**config.mk**
```make
export PLATFORM = sky130hd
export DESIGN_NAME = bank_switch_shadow_mapper_core
export DESIGN_NICKNAME = d
export VERILOG_FILES = /design/src/sv/bsm_pkg.sv /design/src/sv/bsm_map.sv /design/src/sv/bank_switch_shadow_mapper_core.sv
export SDC_FILE = /design/constraint.sdc
export NUM_CORES = 1
export LEC_CHECK = 0
export ABC_CLOCK_PERIOD_IN_PS = 10000
export BUFFER_PORTS_ARGS = -buffer_cell sky130_fd_sc_hd__buf_2
export CAP_MARGIN = 5
export CORE_MARGIN = 3
export CORE_UTILIZATION = 45
export CTS_BUF_LIST = sky130_fd_sc_hd__clkbuf_8
export CTS_CLUSTER_SIZE = 40
export DETAILED_ROUTE_END_ITERATION = 7
export PLACE_DENSITY = 0.72
export SYNTH_ARGS = -nofsm -noshare
export SYNTH_HDL_FRONTEND = slang
export SYNTH_SLANG_ARGS = --single-unit
```
**constraint.sdc**
```tcl
create_clock -name clk -period 10 [get_ports clk]
set_clock_uncertainty 0.05 [all_clocks]
set_input_delay 1.5 -clock clk [delete_from_list [all_inputs] [get_ports clk]]
set_output_delay 1.5 -clock clk [all_outputs]
set_load 0.01 [all_outputs]
```
**src/sv/bsm_pkg.sv**
```systemverilog
`default_nettype none
package bsm_pkg;

  // Input kind codes
  localparam logic [1:0] KIND_READ   = 2'd0;
  localparam logic [1:0] KIND_VECTOR = 2'd1;
  localparam logic [1:0] KIND_WRITE  = 2'd2;

  // Configuration register indexes
  localparam logic [1:0] CFG_BANK_SW   = 2'd0;
  localparam logic [1:0] CFG_CARD_SW   = 2'd1;
  localparam logic [1:0] CFG_SHADOW_SW = 2'd2;

  // Bank switch bits
  localparam int BS_ALTZP   = 0;
  localparam int BS_AUXRD   = 1;
  localparam int BS_AUXWR   = 2;
  localparam int BS_STORE80 = 3;
  localparam int BS_PAGE2   = 4;
  localparam int BS_HIRES   = 5;

  // Language card bits
  localparam int CS_BANK2  = 0;
  localparam int CS_READ   = 1;
  localparam int CS_WRITE  = 2;
  localparam int CS_LOWCRD = 3;

  // Shadow enable bits
  localparam int SS_TEXT   = 0;
  localparam int SS_TEXT2  = 1;
  localparam int SS_HIRES1 = 2;
  localparam int SS_HIRES2 = 3;
  localparam int SS_AUX    = 4;
  localparam int SS_SUPER  = 5;

  typedef enum logic [2:0] {
    AK_MEM_RD  = 3'd0,
    AK_MEM_WR  = 3'd1,
    AK_IO_RD   = 3'd2,
    AK_IO_WR   = 3'd3,
    AK_DISCARD = 3'd4
  } access_kind_t;

  typedef struct packed {
    logic [5:0] bank_sw;
    logic [3:0] card_sw;
    logic [5:0] shadow_sw;
  } switches_t;

  typedef struct packed {
    logic [1:0]  kind;
    logic [7:0]  bank;
    logic [15:0] address;
    logic [7:0]  write_data;
  } access_t;

  typedef struct packed {
    access_kind_t access_kind;
    logic [23:0]  target_address;
    logic         shadow_enable;
    logic [23:0]  shadow_address;
    logic [7:0]   data_out;
  } result_t;

endpackage
`default_nettype wire

```
**src/sv/bsm_map.sv**
```systemverilog
`default_nettype none
// Page translation: pure combinational map of one access.
module bsm_map (
  input  wire bsm_pkg::access_t   acc,
  input  wire bsm_pkg::switches_t sw,
  output bsm_pkg::result_t        res
);

  logic        wr;
  logic [7:0]  bank_eff;
  logic [7:0]  hi;
  logic [7:0]  lo;
  logic [15:0] lp;
  logic        aux;
  logic        card_en;
  logic [7:0]  card_off;
  logic        use_card;
  logic        card_rom;
  logic [7:0]  card_src;
  logic [7:0]  card_hi;
  logic        is_io;
  logic        sel;
  logic [15:0] pp;
  logic        shad;
  logic [5:0]  ss;

  always_comb begin
    wr       = acc.kind[1];
    bank_eff = (acc.kind == bsm_pkg::KIND_VECTOR) ? 8'hFF : acc.bank;
    hi       = acc.address[15:8];
    lo       = acc.address[7:0];
    lp       = {bank_eff, hi};
    aux      = wr ? sw.bank_sw[bsm_pkg::BS_AUXWR] : sw.bank_sw[bsm_pkg::BS_AUXRD];

    // Language card window
    card_en  = wr ? sw.card_sw[bsm_pkg::CS_WRITE] : sw.card_sw[bsm_pkg::CS_READ];
    card_off = sw.card_sw[bsm_pkg::CS_BANK2] ? 8'h00 : 8'h10;
    use_card = (hi >= 8'hC0) &&
               ((((bank_eff == 8'h00) || (bank_eff == 8'h01)) &&
                 sw.card_sw[bsm_pkg::CS_LOWCRD]) ||
                (bank_eff == 8'hE0) || (bank_eff == 8'hE1));
    card_rom = (hi < 8'hD0) || !card_en;
    card_src = (bank_eff == 8'h00) ? {7'd0, sw.bank_sw[bsm_pkg::BS_ALTZP]} : bank_eff;
    card_hi  = (hi < 8'hE0) ? (hi - card_off) : hi;

    // Bank 00 main/aux select
    priority if (hi < 8'h02) begin
      sel = sw.bank_sw[bsm_pkg::BS_ALTZP];
    end else if ((hi >= 8'h04) && (hi < 8'h08) && sw.bank_sw[bsm_pkg::BS_STORE80]) begin
      sel = sw.bank_sw[bsm_pkg::BS_PAGE2];
    end else if ((hi >= 8'h20) && (hi < 8'h40) && sw.bank_sw[bsm_pkg::BS_STORE80] &&
                 sw.bank_sw[bsm_pkg::BS_HIRES]) begin
      sel = sw.bank_sw[bsm_pkg::BS_PAGE2];
    end else begin
      sel = aux;
    end

    is_io = 1'b0;
    if (use_card) begin
      is_io = (hi == 8'hC0);
      pp    = card_rom ? {8'hFF, hi} : {card_src, card_hi};
    end else if (bank_eff == 8'h00) begin
      pp = {7'd0, sel, hi};
    end else begin
      pp = lp;
    end

    // Shadowed video pages, by logical page
    ss   = sw.shadow_sw;
    shad = 1'b0;
    if (bank_eff == 8'h00) begin
      if ((hi >= 8'h04) && (hi < 8'h08)) shad = ss[bsm_pkg::SS_TEXT];
      else if ((hi >= 8'h08) && (hi < 8'h0C)) shad = ss[bsm_pkg::SS_TEXT2];
      else if ((hi >= 8'h20) && (hi < 8'h40)) shad = ss[bsm_pkg::SS_HIRES1];
      else if ((hi >= 8'h60) && (hi < 8'h80)) shad = ss[bsm_pkg::SS_HIRES2];
    end else if (bank_eff == 8'h01) begin
      if ((hi >= 8'h04) && (hi < 8'h08)) shad = ss[bsm_pkg::SS_TEXT];
      else if ((hi >= 8'h08) && (hi < 8'h0C)) shad = ss[bsm_pkg::SS_TEXT2];
      else if ((hi >= 8'h20) && (hi < 8'h40))
        shad = (ss[bsm_pkg::SS_HIRES1] && ss[bsm_pkg::SS_AUX]) || ss[bsm_pkg::SS_SUPER];
      else if ((hi >= 8'h40) && (hi < 8'h60))
        shad = (ss[bsm_pkg::SS_HIRES2] && ss[bsm_pkg::SS_AUX]) || ss[bsm_pkg::SS_SUPER];
      else if ((hi >= 8'h60) && (hi < 8'hA0))
        shad = ss[bsm_pkg::SS_AUX] || ss[bsm_pkg::SS_SUPER];
    end

    res.shadow_enable  = 1'b0;
    res.shadow_address = 24'd0;
    res.data_out       = 8'd0;
    if (is_io) begin
      res.access_kind    = wr ? bsm_pkg::AK_IO_WR : bsm_pkg::AK_IO_RD;
      res.target_address = {lp, lo};
      res.data_out       = wr ? acc.write_data : 8'd0;
    end else begin
      res.target_address = {pp, lo};
      if (!wr) begin
        res.access_kind = bsm_pkg::AK_MEM_RD;
      end else if (pp[15:10] == 6'h3F) begin
        // ROM from page FC00 up: drop the write
        res.access_kind = bsm_pkg::AK_DISCARD;
      end else begin
        res.access_kind    = bsm_pkg::AK_MEM_WR;
        res.data_out       = acc.write_data;
        res.shadow_enable  = shad;
        res.shadow_address = shad ? {(bank_eff | 8'hE0), hi, lo} : 24'd0;
      end
    end
  end

endmodule
`default_nettype wire

```
**src/sv/bank_switch_shadow_mapper_core.sv**
```systemverilog
`default_nettype none
// Bank switch / shadow address mapper.
// An accepted access passes through the input register and then the result register
// before out_tvalid rises for its result.
// Throughput: one access per cycle while out_tready holds; a full result register still
// takes a new input when the downstream side accepts in the same cycle.
// Reset (rst_n low, synchronous): both stages emptied, all switch registers cleared to 0.
module bank_switch_shadow_mapper_core (
  input  wire         clk,
  input  wire         rst_n,

  // Configuration write port
  input  wire         cfg_we,
  input  wire  [1:0]  cfg_index,
  input  wire  [5:0]  cfg_wdata,

  // Access stream
  input  wire         in_tvalid,
  output logic        in_tready,
  input  wire  [31:0] in_tdata,   // bank[7:0], address[23:8], write_data[31:24]
  input  wire  [1:0]  in_tuser,   // kind[1:0]

  // Result stream
  output logic        out_tvalid,
  input  wire         out_tready,
  output logic [63:0] out_tdata,  // target_address[23:0], shadow_enable[24],
                                  // shadow_address[48:25], data_out[56:49], zero[63:57]
  output logic [2:0]  out_tuser   // access_kind[2:0]
);

  // Soft-switch registers
  logic [5:0] bank_sw_r;
  logic [3:0] card_sw_r;
  logic [5:0] shadow_sw_r;

  bsm_pkg::switches_t sw;

  // Input stage
  logic             s1_valid_r;
  bsm_pkg::access_t s1_acc_r;

  // Result stage
  logic             out_valid_r;
  bsm_pkg::result_t out_res_r;
  bsm_pkg::result_t res_nxt;

  logic out_load;
  logic s1_load;

  // Switch writes; index 3 is ignored.
  always_ff @(posedge clk) begin
    if (!rst_n) begin
      bank_sw_r   <= 6'd0;
      card_sw_r   <= 4'd0;
      shadow_sw_r <= 6'd0;
    end else if (cfg_we) begin
      unique case (cfg_index)
        bsm_pkg::CFG_BANK_SW:   bank_sw_r   <= cfg_wdata;
        bsm_pkg::CFG_CARD_SW:   card_sw_r   <= cfg_wdata[3:0];
        bsm_pkg::CFG_SHADOW_SW: shadow_sw_r <= cfg_wdata;
        default: ;
      endcase
    end
  end

  assign sw = '{bank_sw: bank_sw_r, card_sw: card_sw_r, shadow_sw: shadow_sw_r};

  // Result register frees when empty or when its transfer completes;
  // the input stage moves forward whenever the result register can load.
  assign out_load  = !out_valid_r || out_tready;
  assign in_tready = !s1_valid_r || out_load;
  assign s1_load   = in_tvalid && in_tready;

  always_ff @(posedge clk) begin
    if (!rst_n) begin
      s1_valid_r <= 1'b0;
    end else if (in_tready) begin
      s1_valid_r <= in_tvalid;
    end
  end

  always_ff @(posedge clk) begin
    if (s1_load) begin
      s1_acc_r <= '{kind:       in_tuser,
                    bank:       in_tdata[7:0],
                    address:    in_tdata[23:8],
                    write_data: in_tdata[31:24]};
    end
  end

  // Translation between the two registers
  bsm_map u_map (
    .acc (s1_acc_r),
    .sw  (sw),
    .res (res_nxt)
  );

  always_ff @(posedge clk) begin
    if (!rst_n) begin
      out_valid_r <= 1'b0;
    end else if (out_load) begin
      out_valid_r <= s1_valid_r;
    end
  end

  always_ff @(posedge clk) begin
    if (out_load && s1_valid_r) begin
      out_res_r <= res_nxt;
    end
  end

  assign out_tvalid = out_valid_r;
  assign out_tuser  = out_res_r.access_kind;
  assign out_tdata  = {7'd0,
                       out_res_r.data_out,
                       out_res_r.shadow_address,
                       out_res_r.shadow_enable,
                       out_res_r.target_address};

endmodule
`default_nettype wire
```
==> results.md <==
- RSZ-0062 raised after global routing: no
- Crit. Startpoint: out_tready
- Worst reg2reg path depth: 5
- Ant. Diodes: 0
- Synth Instances: a little under 300
- Floorplan core area: around 0.0094 mm2
- Final WS setup: between 6 and 7 ns
- Mapped Avg Cell Area: 15.0 um2
- Yosys cell types: 48
- Min-Delay Path Depth: 0
- Register bit total from synthesis: about 110
- Minimum clock period: roughly 3.7 ns
- R2r startpoint: s1_acc_r[33]
- Vias post-DR: about 2700
- Synth top area cells: edfxtp_1 (62%), dfxtp_1 (8.2%), mux2i_1 (4.1%)
- Worst-path clk slew: about 0.11 ns
- Post-synth EDFFs: 91
- Max-slew headroom: 0.391
- Final slew viol count: 0
- Maximum buffer depth of the clock tree: 2
- Initial antenna violation count: 0
- Nets: 452
- Num Clock Sinks: ~110
- Global-route wire length before repair: between 10 and 15 mm
- Grt ovf: 0
- Worst Path Arrival: approximately 2.2 ns
- Seq/Total Area, Yosys: 0.703
- Final Core Density: 0.554
- Cell leakage power: ~2 nW
- WHS Endpoint: out_tdata[0]
- Vert. Die Dim: 105 um
- Area share of the largest cell type after synthesis: 0.621
- I/O pin cnt: between 100 and 150
- Number of global-route vias before repair: approximately 2600
- DRT Pass-1 Iters: 4
- DRC violations left: 0
- CTS buffer count: 9
- Final Hold Fails: 0
- GP Congestion: slightly above 0.8
- Final period utilization: 0.373
- RR Endpoint: out_tdata[22]
- R2R setup slack: 7.35 ns
- Hold buffers post-CTS: 0
- DRT antenna net count: 0
- CTS tree: done
- Crit path max fanout: 4
- Mapped Area: roughly 0.0044 mm2
- Worst vdd ir: between 80 and 90 uV
- Total die area: between 0.01 and 0.015 mm2
- Worst path required time: 8.45 ns
- Initial Utilization: 0.469
- Max_cap viols: 0
- DP Cell Count: 521
- H-Tree Depth: 3
- Hpwl dp: 5.97 mm
- P per Cell Area: ~160 mW/mm2
- Top FF cell, synth: edfxtp_1
- Startpoint types: input pin
- Gates resized, CTS repair: 0
- Largest net degree at the start of global routing: 58
- Async set-or-reset flop fraction in the synthesized netlist: 0
- DR WL/cell: roughly 16 um
- Routed wire length: 8.40 mm
- Crit Path Category: input pin to output pin
- Post-CTS Setup Repair Bufs: 0
- Vias/cell: between 4 and 5
- Slew @ Worst Pin: 0.913 ns
- Final setup vio count: 0
- Worst skew pair latency: roughly 0.36 ns
- Outcome: finished, final reports clean
- Hold Path Class: flip-flop to flip-flop
- Layout cells sized above 1: 0.363
- Die width: approximately 100 um
- # rows: 35
- Finished Layout Cells: 537
- Setup TNS: 0 ns
- Iteration-0 DRC Markers: around 120
- Synthesis-to-layout area growth: 18.1%
- Root Driver: clkbuf_8
- Hold wc startpoint: s1_acc_r[8]
- Fmax: 0.268 GHz
- Pre-CTS setup slack: 6.26 ns
- Crit end category: output pin
- Pwr Total: between 0.0008 and 0.0009 W
- IO buf count: roughly 110
- Yosys Warn Count: 0
- Overall routing resource usage: 0.154
- Largest area contributor in the netlist: edfxtp_1
==> layer usage <==
layer | routed length [um] | track usage
met2 | 4160 | 0.247
met1 | 3710 | 0.207
met4 | 78 | 0.0590
met3 | 451 | 0.0315
met5 | 0 | 0
==> worst max-delay path by stage <==
stage,cells past startpoint,end,slack [ns]
floorplan,2,out_tdata[0],5.35
global placement,4,in_tready,6.33
detailed placement,4,in_tready,6.26
CTS,4,in_tready,6.26
global route,4,in_tready,6.21
finish,4,in_tready,6.27
==> logic make-up (layout without fill, tap and decap cells) <==
| family | Yosys count | in the layout | share of synthesized area |
|---|---|---|---|
| AOI/OAI and AO/OA | 28 | 28 | 0.0478 |
| other | 1 | 11 | 0.000853 |
| DFF | 109 | 109 | 0.703 |
| muxes | 19 | 19 | 0.0435 |
| buffers and inverters | 26 | 130 | 0.0381 |
| adders and majority gates | 2 | 2 | 0.00569 |
| and+or+nand+nor | 109 | 109 | 0.161 |
==> through the flow <==
| stage | hold WS [ns] | cell area, um2 |
|---|---|---|
| after floorplan | 0.376 | 4440 |
| after global placement | 0.383 | 5010 |
| after detailed placement | 0.385 | 5010 |
| after CTS | 0.411 | 5190 |
| after global routing | 0.425 | 5190 |
| final | 0.411 | 5190 |
==> critical path: stages <==
cell and delay (ns):
buf_2 0.10, nor2b_1 0.32, nand2_1 0.11, buf_2 0.15
==> sequential cells by signal, summed over array words and instances (netlist names) <==
signal       cells
out_tdata       54
s1_acc_r        34
bank_sw_r        6
shadow_sw_r      6
card_sw_r        4
out_tuser        3
out_tvalid       1
s1_valid_r       1
==> final cells by class <==
type,instances,area (um2)
Tap cell,129,161
Sequential cell,109,3090
Clock inverter,7,57.6
Clock buffer,9,124
Inverter,5,18.8
Fill cell,811,4180
Timing Repair Buffer,109,548
Multi-Input combinational cell,169,1190
==> placed cells by master, fill, tap and decap left out, types with 3 or more instances in the layout <==
cell type	count
buf_2	108
edfxtp_1	91
nand2_1	22
nor2b_1	19
mux2i_1	18
dfxtp_1	18
conb_1	11
nor4_1	10
nor4_2	9
clkbuf_8	9
and3_1	8
nor2_1	8
a21oi_1	8
or2_1	7
o21ai_0	6
inv_1	5
nand3b_1	4
nand3_1	3
nand2_2	3
==> synth_stat cells, types with 2 or more instances <==
cell type and n:
mux2i_1 18, nor3_1 2, edfxtp_1 91, nand3_1 3, nor2_1 8, a21oi_1 8
or2_1 7, or3_1 2, nand3b_1 4, a31oi_1 2, buf_2 2, nand2_2 3
or4_1 2, o21ai_0 6, buf_4 10, nand2_1 22, clkbuf_1 5, and3_1 8
dfxtp_1 18, nor4_1 10, inv_1 5, buf_6 4, ha_1 2, nor4_2 9
nor2b_1 20
==> power breakdown <==
group	total [W]	internal [W]	leakage (nW)	switching (W)
registers	0.000526	0.000514	1.03	0.0000113
clock network	0.000242	0.0000942	0.0898	0.000148
logic	0.0000616	0.0000247	0.898	0.0000369
Note: power is estimated with default switching activity, not from simulation.
